## src/rtl/eks_pkg.sv

```systemverilog
// Shared types and constants for the encoder knob setpoint block.
package eks_pkg;

    localparam int MaxDetents = 4;
    localparam int DetW = 3;

    localparam logic [2:0] CFG_VLIM  = 3'd0;
    localparam logic [2:0] CFG_VSTEP = 3'd1;
    localparam logic [2:0] CFG_CLIM  = 3'd2;
    localparam logic [2:0] CFG_CSTEP = 3'd3;
    localparam logic [2:0] CFG_CFLR  = 3'd4;
    localparam logic [2:0] CFG_CPD   = 3'd5;
    localparam logic [2:0] CFG_DEB   = 3'd6;
    localparam logic [2:0] CFG_SPAN  = 3'd7;

    localparam logic [1:0] OUTCOME_NONE = 2'd0;
    localparam logic [1:0] OUTCOME_OK   = 2'd1;
    localparam logic [1:0] OUTCOME_REJ  = 2'd2;

    // controller to datapath
    typedef struct packed {
        logic load;     // capture item, do delta, outcome
        logic resid;    // add delta to residual
        logic detent;   // try one detent
        logic finish;   // clamp backlog, debounce, result to output
    } eks_cmd_t;

    // datapath to controller
    typedef struct packed {
        logic more;     // residual holds a whole detent
    } eks_stat_t;

endpackage

```

## src/rtl/encoder_knob_setpoint_ui.sv

```systemverilog
// Top level of the encoder knob and button setpoint front end.
// One UI tick is taken per input transfer and gives one result transfer. A tick runs
// load, residual, one step per detent applied (0 to 4) and finish; the detent
// loop steps one detent a cycle through a single setpoint adder and clamp. The result
// register frees once taken; the next tick is accepted after this result is loaded.
// The user makes configuration writes only while idle; the block does not enforce it.
module encoder_knob_setpoint_ui (
    input  logic        clk,
    input  logic        rst_n,
    input  logic        cfg_we,
    input  logic [2:0]  cfg_index,
    input  logic [31:0] cfg_data,
    input  logic        in_valid,
    output logic        in_ready,
    input  logic [31:0] position,
    input  logic        position_error,
    input  logic        button_level,
    input  logic        fault_active,
    input  logic        fault_resettable,
    input  logic        reset_in_progress,
    input  logic        feedback_ok,
    input  logic [15:0] voltage_now,
    input  logic [15:0] current_now,
    output logic        out_valid,
    input  logic        out_ready,
    output logic [15:0] voltage_next,
    output logic [15:0] current_next,
    output logic        voltage_written,
    output logic        current_written,
    output logic        ui_mode,
    output logic        fault_reset_request,
    output logic [1:0]  fault_reset_outcome,
    output logic [2:0]  clockwise_detents,
    output logic [2:0]  counterclockwise_detents,
    output logic [2:0]  rejected_steps,
    output logic [1:0]  invalid_events,
    output logic signed [31:0] position_delta
);
    import eks_pkg::*;

    eks_cmd_t cmd;
    eks_stat_t stat;
    logic out_busy;

    eks_ctrl u_ctrl (
        .clk(clk), .rst_n(rst_n),
        .in_fire(in_valid && in_ready),
        .out_busy(out_busy),
        .stat(stat),
        .in_ready(in_ready),
        .cmd(cmd)
    );

    eks_dp u_dp (
        .clk(clk), .rst_n(rst_n), .cmd(cmd), .stat(stat),
        .cfg_we(cfg_we), .cfg_idx(cfg_index), .cfg_data(cfg_data),
        .position(position), .position_error(position_error),
        .button_level(button_level), .fault_active(fault_active),
        .fault_resettable(fault_resettable), .reset_in_progress(reset_in_progress),
        .feedback_ok(feedback_ok), .voltage_now(voltage_now), .current_now(current_now),
        .out_ready(out_ready), .out_valid(out_valid),
        .voltage_next(voltage_next), .current_next(current_next),
        .voltage_written(voltage_written), .current_written(current_written),
        .ui_mode(ui_mode), .fault_reset_request(fault_reset_request),
        .fault_reset_outcome(fault_reset_outcome),
        .clockwise_detents(clockwise_detents),
        .counterclockwise_detents(counterclockwise_detents),
        .rejected_steps(rejected_steps), .invalid_events(invalid_events),
        .position_delta(position_delta), .out_busy(out_busy)
    );
endmodule

```

## src/rtl/eks_ctrl.sv

```systemverilog
// Sequencer for the per-tick detent loop and handshakes.
module eks_ctrl (
    input  logic              clk,
    input  logic              rst_n,
    input  logic              in_fire,
    input  logic              out_busy,
    input  eks_pkg::eks_stat_t stat,
    output logic              in_ready,
    output eks_pkg::eks_cmd_t  cmd
);
    import eks_pkg::*;

    localparam logic [1:0] S_IDLE = 2'd0;
    localparam logic [1:0] S_RES  = 2'd1;
    localparam logic [1:0] S_DET  = 2'd2;
    localparam logic [1:0] S_FIN  = 2'd3;

    logic [1:0] state_reg, state_next;
    logic [DetW-1:0] cnt_reg, cnt_next;

    assign in_ready = (state_reg == S_IDLE);

    always_comb
    begin
        state_next = state_reg;
        cnt_next = cnt_reg;
        cmd = '0;
        unique case (state_reg)
            S_IDLE:
            begin
                if (in_fire)
                begin
                    cmd.load = 1'b1;
                    state_next = S_RES;
                end
            end
            S_RES:
            begin
                cmd.resid = 1'b1;
                cnt_next = '0;
                state_next = S_DET;
            end
            S_DET:
            begin
                if (stat.more && cnt_reg != DetW'(MaxDetents))
                begin
                    cmd.detent = 1'b1;
                    cnt_next = cnt_reg + 1'b1;
                end
                else
                begin
                    state_next = S_FIN;
                end
            end
            S_FIN:
            begin
                if (!out_busy)
                begin
                    cmd.finish = 1'b1;
                    state_next = S_IDLE;
                end
            end
            default: state_next = S_IDLE;
        endcase
    end

    always_ff @(posedge clk or negedge rst_n)
    begin
        if (!rst_n)
        begin
            state_reg <= S_IDLE;
            cnt_reg <= '0;
        end
        else
        begin
            state_reg <= state_next;
            cnt_reg <= cnt_next;
        end
    end
endmodule

```

## src/rtl/eks_dp.sv

```systemverilog
// Datapath: position wrap, residual, setpoint stepping, debounce, result register.
module eks_dp (
    input  logic              clk,
    input  logic              rst_n,
    input  eks_pkg::eks_cmd_t  cmd,
    output eks_pkg::eks_stat_t stat,
    input  logic              cfg_we,
    input  logic [2:0]        cfg_idx,
    input  logic [31:0]       cfg_data,
    input  logic [31:0]       position,
    input  logic              position_error,
    input  logic              button_level,
    input  logic              fault_active,
    input  logic              fault_resettable,
    input  logic              reset_in_progress,
    input  logic              feedback_ok,
    input  logic [15:0]       voltage_now,
    input  logic [15:0]       current_now,
    input  logic              out_ready,
    output logic              out_valid,
    output logic [15:0]       voltage_next,
    output logic [15:0]       current_next,
    output logic              voltage_written,
    output logic              current_written,
    output logic              ui_mode,
    output logic              fault_reset_request,
    output logic [1:0]        fault_reset_outcome,
    output logic [2:0]        clockwise_detents,
    output logic [2:0]        counterclockwise_detents,
    output logic [2:0]        rejected_steps,
    output logic [1:0]        invalid_events,
    output logic signed [31:0] position_delta,
    output logic              out_busy
);
    import eks_pkg::*;

    logic [15:0] vlim_reg, vstep_reg, clim_reg, cstep_reg, cflr_reg;
    logic [7:0] cpd_reg, deb_reg;
    logic [31:0] span_reg;

    always_ff @(posedge clk or negedge rst_n)
    begin
        if (!rst_n)
        begin
            vlim_reg <= 16'd30000;
            vstep_reg <= 16'd100;
            clim_reg <= 16'd5000;
            cstep_reg <= 16'd10;
            cflr_reg <= 16'd0;
            cpd_reg <= 8'd4;
            deb_reg <= 8'd5;
            span_reg <= 32'd65536;
        end
        else if (cfg_we)
        begin
            unique case (cfg_idx)
                CFG_VLIM:  vlim_reg <= cfg_data[15:0];
                CFG_VSTEP: vstep_reg <= cfg_data[15:0];
                CFG_CLIM:  clim_reg <= cfg_data[15:0];
                CFG_CSTEP: cstep_reg <= cfg_data[15:0];
                CFG_CFLR:  cflr_reg <= cfg_data[15:0];
                CFG_CPD:   cpd_reg <= cfg_data[7:0];
                CFG_DEB:   deb_reg <= cfg_data[7:0];
                CFG_SPAN:  span_reg <= cfg_data;
                default: ;
            endcase
        end
    end

    // persistent state
    logic [31:0] prev_reg;
    logic loaded_reg;
    logic signed [8:0] resid_reg;
    logic held_reg, mode_reg, pend_reg;
    logic [7:0] dcnt_reg;

    // per-tick working registers
    logic signed [33:0] delta_reg;
    logic signed [34:0] racc_reg;   // wide residual during the loop
    logic [15:0] v_reg, c_reg;
    logic vw_reg, cw_reg;
    logic [2:0] ncw_reg, nccw_reg, nrej_reg;
    logic allow_reg, err_reg, btn_reg, fl_reg, fr_reg;
    logic [1:0] outc_reg;

    // wrap of the position difference
    logic signed [33:0] raw_d, half_s, span_s, wrap_d;
    always_comb
    begin
        raw_d = $signed({2'b00, position}) - $signed({2'b00, prev_reg});
        span_s = $signed({2'b00, span_reg});
        half_s = $signed({3'b000, span_reg[31:1]});
        if (!loaded_reg)
            wrap_d = '0;
        else if (raw_d > half_s)
            wrap_d = raw_d - span_s;
        else if (raw_d < -half_s)
            wrap_d = raw_d + span_s;
        else
            wrap_d = raw_d;
    end

    logic signed [34:0] cpd_s;
    logic up_ok, dn_ok;
    assign cpd_s = $signed({27'd0, cpd_reg});
    assign up_ok = (racc_reg >= cpd_s);
    assign dn_ok = (racc_reg <= -cpd_s);
    assign stat.more = (cpd_reg != 8'd0) && (up_ok || dn_ok);

    // one setpoint step
    logic [16:0] vcur, ccur, cmn, vnx, cnx;
    logic [15:0] stepped;
    logic changed;
    always_comb
    begin
        vcur = (v_reg > vlim_reg) ? {1'b0, vlim_reg} : {1'b0, v_reg};
        cmn = (v_reg != 16'd0) ? {1'b0, cflr_reg} : 17'd0;
        ccur = (c_reg > clim_reg) ? {1'b0, clim_reg} : {1'b0, c_reg};
        if (ccur < cmn)
            ccur = cmn;
        if (up_ok)
        begin
            vnx = ({1'b0, vstep_reg} > {1'b0, vlim_reg} - vcur) ? {1'b0, vlim_reg}
                  : vcur + {1'b0, vstep_reg};
            // floor above limit: ccur > lim, compare signed-wise
            cnx = ($signed({1'b0, cstep_reg}) > $signed({1'b0, clim_reg}) - $signed(ccur))
                  ? {1'b0, clim_reg} : ccur + {1'b0, cstep_reg};
        end
        else
        begin
            vnx = (vcur < {1'b0, vstep_reg}) ? 17'd0 : vcur - {1'b0, vstep_reg};
            cnx = ($signed({1'b0, cstep_reg}) > $signed(ccur) - $signed(cmn))
                  ? cmn : ccur - {1'b0, cstep_reg};
        end
        stepped = mode_reg ? cnx[15:0] : vnx[15:0];
        changed = mode_reg ? (cnx[15:0] != c_reg) : (vnx[15:0] != v_reg);
    end

    // backlog clamp and debounce
    logic signed [8:0] resid_fin;
    logic clamp_inv;
    logic held_n, mode_n, pend_n, req_n;
    logic [7:0] dcnt_n, dinc;
    logic [1:0] inv_fin;
    always_comb
    begin
        clamp_inv = 1'b0;
        resid_fin = racc_reg[8:0];
        if (cpd_reg == 8'd0)
            resid_fin = '0;
        else if (up_ok)
        begin
            resid_fin = 9'(cpd_reg) - 9'sd1;
            clamp_inv = 1'b1;
        end
        else if (dn_ok)
        begin
            resid_fin = 9'sd1 - 9'(cpd_reg);
            clamp_inv = 1'b1;
        end
        inv_fin = 2'({1'b0, err_reg} + {1'b0, cpd_reg == 8'd0} + {1'b0, clamp_inv});

        held_n = held_reg;
        mode_n = mode_reg;
        pend_n = pend_reg;
        req_n = 1'b0;
        dinc = (dcnt_reg < deb_reg) ? dcnt_reg + 8'd1 : dcnt_reg;
        dcnt_n = dcnt_reg;
        if (btn_reg == held_reg)
        begin
            // level differs from held state (held=0 waits for 0 level)
            dcnt_n = dinc;
            if (dinc >= deb_reg)
            begin
                held_n = ~held_reg;
                dcnt_n = '0;
                if (!held_reg)
                begin
                    if (fl_reg && fr_reg)
                    begin
                        req_n = 1'b1;
                        pend_n = 1'b1;
                    end
                    else
                    begin
                        mode_n = ~mode_reg;
                    end
                end
            end
        end
        else
        begin
            dcnt_n = '0;
        end
    end

    always_ff @(posedge clk)
    begin
        if (cmd.load)
        begin
            delta_reg <= wrap_d;
            v_reg <= voltage_now;
            c_reg <= current_now;
            vw_reg <= 1'b0;
            cw_reg <= 1'b0;
            ncw_reg <= '0;
            nccw_reg <= '0;
            nrej_reg <= '0;
            allow_reg <= !fault_active && feedback_ok;
            err_reg <= position_error;
            btn_reg <= button_level;
            fl_reg <= fault_active;
            fr_reg <= fault_resettable;
            if (pend_reg && !fault_active)
                outc_reg <= OUTCOME_OK;
            else if (pend_reg && !reset_in_progress)
                outc_reg <= OUTCOME_REJ;
            else
                outc_reg <= OUTCOME_NONE;
        end
        if (cmd.resid)
            racc_reg <= 35'(resid_reg) + 35'(delta_reg);
        if (cmd.detent)
        begin
            if (up_ok)
            begin
                racc_reg <= racc_reg - cpd_s;
                ncw_reg <= ncw_reg + 3'd1;
            end
            else
            begin
                racc_reg <= racc_reg + cpd_s;
                nccw_reg <= nccw_reg + 3'd1;
            end
            if (!allow_reg || !changed)
                nrej_reg <= nrej_reg + 3'd1;
            else if (mode_reg)
            begin
                c_reg <= stepped;
                cw_reg <= 1'b1;
            end
            else
            begin
                v_reg <= stepped;
                vw_reg <= 1'b1;
            end
        end
        if (cmd.finish)
        begin
            voltage_next <= v_reg;
            current_next <= c_reg;
            voltage_written <= vw_reg;
            current_written <= cw_reg;
            ui_mode <= mode_n;
            fault_reset_request <= req_n;
            fault_reset_outcome <= outc_reg;
            clockwise_detents <= ncw_reg;
            counterclockwise_detents <= nccw_reg;
            rejected_steps <= nrej_reg;
            invalid_events <= inv_fin;
            position_delta <= delta_reg[31:0];
        end
    end

    always_ff @(posedge clk or negedge rst_n)
    begin
        if (!rst_n)
        begin
            prev_reg <= '0;
            loaded_reg <= 1'b0;
            resid_reg <= '0;
            held_reg <= 1'b0;
            mode_reg <= 1'b0;
            pend_reg <= 1'b0;
            dcnt_reg <= '0;
            out_valid <= 1'b0;
        end
        else
        begin
            if (cmd.load)
            begin
                prev_reg <= position;
                loaded_reg <= 1'b1;
                if (pend_reg && (!fault_active || !reset_in_progress))
                    pend_reg <= 1'b0;
            end
            if (cmd.finish)
            begin
                resid_reg <= resid_fin;
                held_reg <= held_n;
                mode_reg <= mode_n;
                dcnt_reg <= dcnt_n;
                if (req_n)
                    pend_reg <= pend_n;
                out_valid <= 1'b1;
            end
            else if (out_ready)
            begin
                out_valid <= 1'b0;
            end
        end
    end

    assign out_busy = out_valid && !out_ready;
endmodule

```

## config.mk

```make
export PLATFORM = sky130hd
export DESIGN_NAME = encoder_knob_setpoint_ui
export DESIGN_NICKNAME = d
export VERILOG_FILES = /design/src/rtl/eks_pkg.sv /design/src/rtl/encoder_knob_setpoint_ui.sv /design/src/rtl/eks_ctrl.sv /design/src/rtl/eks_dp.sv
export SDC_FILE = /design/constraint.sdc
export NUM_CORES = 2
export LEC_CHECK = 0
export ABC_AREA = 0
export ABC_CLOCK_PERIOD_IN_PS = 28100
export BUFFER_PORTS_ARGS = -buffer_cell sky130_fd_sc_hd__buf_4
export CORE_MARGIN = 2
export CORE_UTILIZATION = 50
export CTS_BUF_LIST = sky130_fd_sc_hd__clkbuf_4 sky130_fd_sc_hd__clkbuf_8 sky130_fd_sc_hd__clkbuf_16
export DETAILED_ROUTE_END_ITERATION = 8
export GPL_TIMING_DRIVEN = 1
export MAX_ROUTING_LAYER = met4
export PLACE_DENSITY = 0.71
export SYNTH_ARGS = -nofsm -noshare
export SYNTH_HDL_FRONTEND = slang
export SYNTH_SLANG_ARGS = --single-unit
```

## constraint.sdc

```tcl
create_clock -name clk -period 28.1 [get_ports clk]
set_input_delay 8.43 -clock clk [delete_from_list [all_inputs] [get_ports clk]]
set_output_delay 8.43 -clock clk [all_outputs]
set_load 0.1 [all_outputs]
```

==> flow_metrics.tcl <==
set metrics [dict create \
    setup_total_negative_slack_ns 0 \
    worst_hold_path.endpoint "u_dp.fault_reset_outcome[1]" \
    rows 99 \
    ctsHtreeMaxLevel 2 \
    seq_area_frac_synth 0.281 \
    skew_ns 0.0473 \
    fillerInstances 6645 \
    synth_mux_area_frac 0.0556 \
    share_of_synthesized_registers_carrying_an_async_set_or_reset 0.483 \
    synth_compound_gate_area_share 0.215 \
    hold_viol_final 0 \
    drive_above_1_share 0.110 \
    synth_area_um2 36600 \
    dp.final_hpwl_um 86000 \
    starting_density 0.504 \
    chipHeight_um 275 \
    number_of_antenna_violations_at_the_first_check_in_global_routing 2 \
    antenna_violating_nets_post_route 0 \
    num_antenna_cells 0 \
    post_drt_via_cell_ratio 6.02 \
    timing.max_cap.violations 0 \
    synthesized_netlist_net_count 4893 \
    hold_start "u_dp.outc_reg[1]" \
    port_buffer_count 192 \
    count_of_unresolved_drc_violations_after_routing 0 \
    cts_num_sinks 387 \
    synth-simple-area-share 0.161 \
    critical_path_launch_point_type "input port" \
    floorplan.core_area_um2 72700 \
    cts.path.max_buffers 3 \
    tritoncts_buffers 45 \
    timing.critical_path.arrival_ns 15.14 \
    synth.yosys.warnings 0 \
    cts_repair_resize_count 0 \
    tritoncts "yes" \
    largest_register_ff_count 35 \
    grt.overflow.total 0 \
    grt_setup_unrepaired "no" \
    routed_wl_um 112000 \
    worst-path-max-fanout 35 \
    synth-main-ff-cell "sky130_fd_sc_hd__dfrtp_1" \
    clock.fmax_mhz 67.4 \
    synth_xor_xnor_area_share 0.0615 \
    combinational_family_with_the_most_area_after_synthesis "compound AO/OA/AOI/OAI gates" \
    crit_path_end_kind "flop" \
    synth_cell_type_count 97 \
    synth-adder-area-share 0.175 \
    design.portCount 193 \
    layout_setup_ws_ns 13.26 \
    syn_avg_cell_area_um2 8.56 \
    worst_hold_path.num_cells 0 \
    worst_reg2reg_endpoint "u_dp.c_reg[10]" \
    period_share 0.528 \
    ys_ff_latch 387 \
    register_area_um2 10300 \
    synth-edff-count 157 \
    grt_util_all_layers 0.297 \
    drt-wirelength-per-cell_um 20.7 \
    gp_routability_congestion 0.989 \
    r2r.worst_path.cells 47 \
    routed-via-count 32582 \
    cts_root_buffer "sky130_fd_sc_hd__clkbuf_16" \
    period_needed_ns 14.84 \
    path_class "in -> reg" \
    syn2layout_area_growth_pct 10.9 \
    report.final.slew_viol_count 0 \
    maxSlewHeadroom 0.200 \
    finish.net_count 5031 \
    pre_cts_slack_ns 12.75 \
    worst_slew_pin_slew_ns 1.19 \
    die_w_um 275 \
    outcome "finished, final reports clean" \
    ff2ff_setup_slack_ns 13.57 \
    drt_pre_antenna_iters 5 \
    grt_first_pass_wirelength_um 172000 \
    die_area_um2 75400 \
    worstReg2RegStart "u_dp.c_reg[7]" \
    setup_viol 0 \
    startpoint_of_the_worst_setup_timing_path "position[0]" \
    finish.cell_count_without_fillers 5412 \
    multi_input_area_um2 24500 \
    placed_instances 5328 \
    drt-initial-drc-count 3083 \
    maximum_number_of_pins_on_one_net_before_global_route_repair 98 \
    worst_hold_path_type "reg -> reg" \
    path_clk_slew_ns 0.06 \
    grt_pass1_vias 30294 \
    cp_data_required_time_ns 28.40 \
    post_cts.repair.setup_buffers 0 \
    hold_buffers 0 \
    worstSkewPairLatency_ns 0.62 \
    synthCells 4278 \
]
[layout make-up]
type / instances / area share
tap: 959 / 0.0295
multi-input combinational: 3407 / 0.604
sequential: 387 / 0.253
clock buffer: 62 / 0.0313
clock inverter: 22 / 0.00733
timing repair buffer: 228 / 0.0423
inverter: 347 / 0.0322
[stage by stage]
step | utilization | hold WS [ns] | area, um2
final | 0.559 | 0.425 | 40600
after global routing | 0.559 | 0.425 | 40600
after CTS | 0.559 | 0.425 | 40600
after detailed placement | 0.537 | 0.409 | 39100
after global placement | 0.537 | 0.405 | 39100
after floorplan | - | 0.400 | 36600
[logic make-up (layout without fill, tap and decap cells)]
| kind of cell | after synthesis | after routing |
|---|---|---|
| simple gates | 1228 | 1228 |
| buf+inv | 484 | 659 |
| fa+ha+maj | 505 | 505 |
| flops | 387 | 387 |
| xor+xnor | 257 | 257 |
| mux | 190 | 190 |
| compound gates | 1227 | 1227 |
[layer usage]
metal	vias up	part of all wire	global-route usage
met1	15415	0.47	0.414
met3	200	0.068	0.0395
met5	-	0	-
li1	15806	-	-
met4	0	0.033	0.0944
met2	1161	0.43	0.445
[placed cells by master (no fill, tap or decap), types with 37 or more instances in the layout]
| cell type | n |
|---|---|
| sky130_fd_sc_hd__nand4_1 | 52 |
| sky130_fd_sc_hd__o21ai_0 | 315 |
| sky130_fd_sc_hd__a211oi_1 | 41 |
| sky130_fd_sc_hd__o21bai_1 | 37 |
| sky130_fd_sc_hd__nor3_1 | 86 |
| sky130_fd_sc_hd__dfrtp_1 | 166 |
| sky130_fd_sc_hd__dfxtp_1 | 43 |
| sky130_fd_sc_hd__clkbuf_16 | 45 |
| sky130_fd_sc_hd__nand2_1 | 368 |
| sky130_fd_sc_hd__nand2b_1 | 51 |
| sky130_fd_sc_hd__ha_1 | 492 |
| sky130_fd_sc_hd__inv_1 | 345 |
| sky130_fd_sc_hd__o21a_1 | 49 |
| sky130_fd_sc_hd__nor2_1 | 297 |
| sky130_fd_sc_hd__a21o_1 | 115 |
| sky130_fd_sc_hd__mux2i_1 | 83 |
| sky130_fd_sc_hd__edfxtp_1 | 157 |
| sky130_fd_sc_hd__and3_1 | 40 |
| sky130_fd_sc_hd__xor2_1 | 85 |
| sky130_fd_sc_hd__a21oi_1 | 328 |
| sky130_fd_sc_hd__nand3_1 | 103 |
| sky130_fd_sc_hd__nor2b_1 | 56 |
| sky130_fd_sc_hd__mux2_2 | 101 |
| sky130_fd_sc_hd__buf_4 | 227 |
| sky130_fd_sc_hd__xnor2_1 | 172 |
[critical path, stage by stage]
cell	delay, ns
sky130_fd_sc_hd__buf_4	0.10
sky130_fd_sc_hd__inv_1	0.06
sky130_fd_sc_hd__ha_1	0.16
sky130_fd_sc_hd__inv_1	0.05
sky130_fd_sc_hd__fa_1	0.40
sky130_fd_sc_hd__a21o_1	0.18
sky130_fd_sc_hd__a21oi_1	0.21
sky130_fd_sc_hd__o21bai_1	0.09
sky130_fd_sc_hd__a21oi_1	0.22
sky130_fd_sc_hd__o21ai_0	0.14
sky130_fd_sc_hd__a31oi_1	0.36
sky130_fd_sc_hd__o21ai_0	0.29
sky130_fd_sc_hd__a31o_2	0.35
sky130_fd_sc_hd__a31o_2	0.25
sky130_fd_sc_hd__a21oi_1	0.17
sky130_fd_sc_hd__xnor2_1	0.20
sky130_fd_sc_hd__ha_1	0.36
sky130_fd_sc_hd__nand4_1	0.14
sky130_fd_sc_hd__nor4_1	0.17
sky130_fd_sc_hd__and3_1	0.23
sky130_fd_sc_hd__o22ai_1	0.09
sky130_fd_sc_hd__a41o_1	0.22
sky130_fd_sc_hd__nor3_1	0.64
sky130_fd_sc_hd__or2_2	0.70
sky130_fd_sc_hd__nand2_1	0.49
sky130_fd_sc_hd__o221ai_1	0.36
sky130_fd_sc_hd__a21oi_1	0.07
[worst max path at each step]
stage,endpoint,slack [ns],cells past startpoint
2_1_floorplan,u_dp.delta_reg[14],14.33,28
3_3_place_gp,u_dp.delta_reg[24],12.89,27
3_5_place_dp,u_dp.delta_reg[20],12.75,27
4_1_cts,u_dp.delta_reg[24],13.36,27
5_1_grt,u_dp.delta_reg[24],12.75,27
6_report,u_dp.delta_reg[24],13.26,27
[Yosys cell counts, drive strengths merged (56+ instances only)]
library cell  number  area share
mux2             107       0.033
ha               492        0.17
nor2b             56      0.0096
a21oi            329       0.045
clkbuf           116       0.012
nor3              89       0.012
nand2            368       0.038
edfxtp           157        0.13
dfrtp            166        0.11
nor2             300       0.031
o21ai            322       0.044
inv              347       0.036
xnor2            172       0.041
mux2i             83       0.023
nand3            103       0.014
xor2              85       0.020
a21o             115       0.024
Power is not shown: default switching activity piles up to over one toggle a cycle in this logic, so the estimate is an artifact.
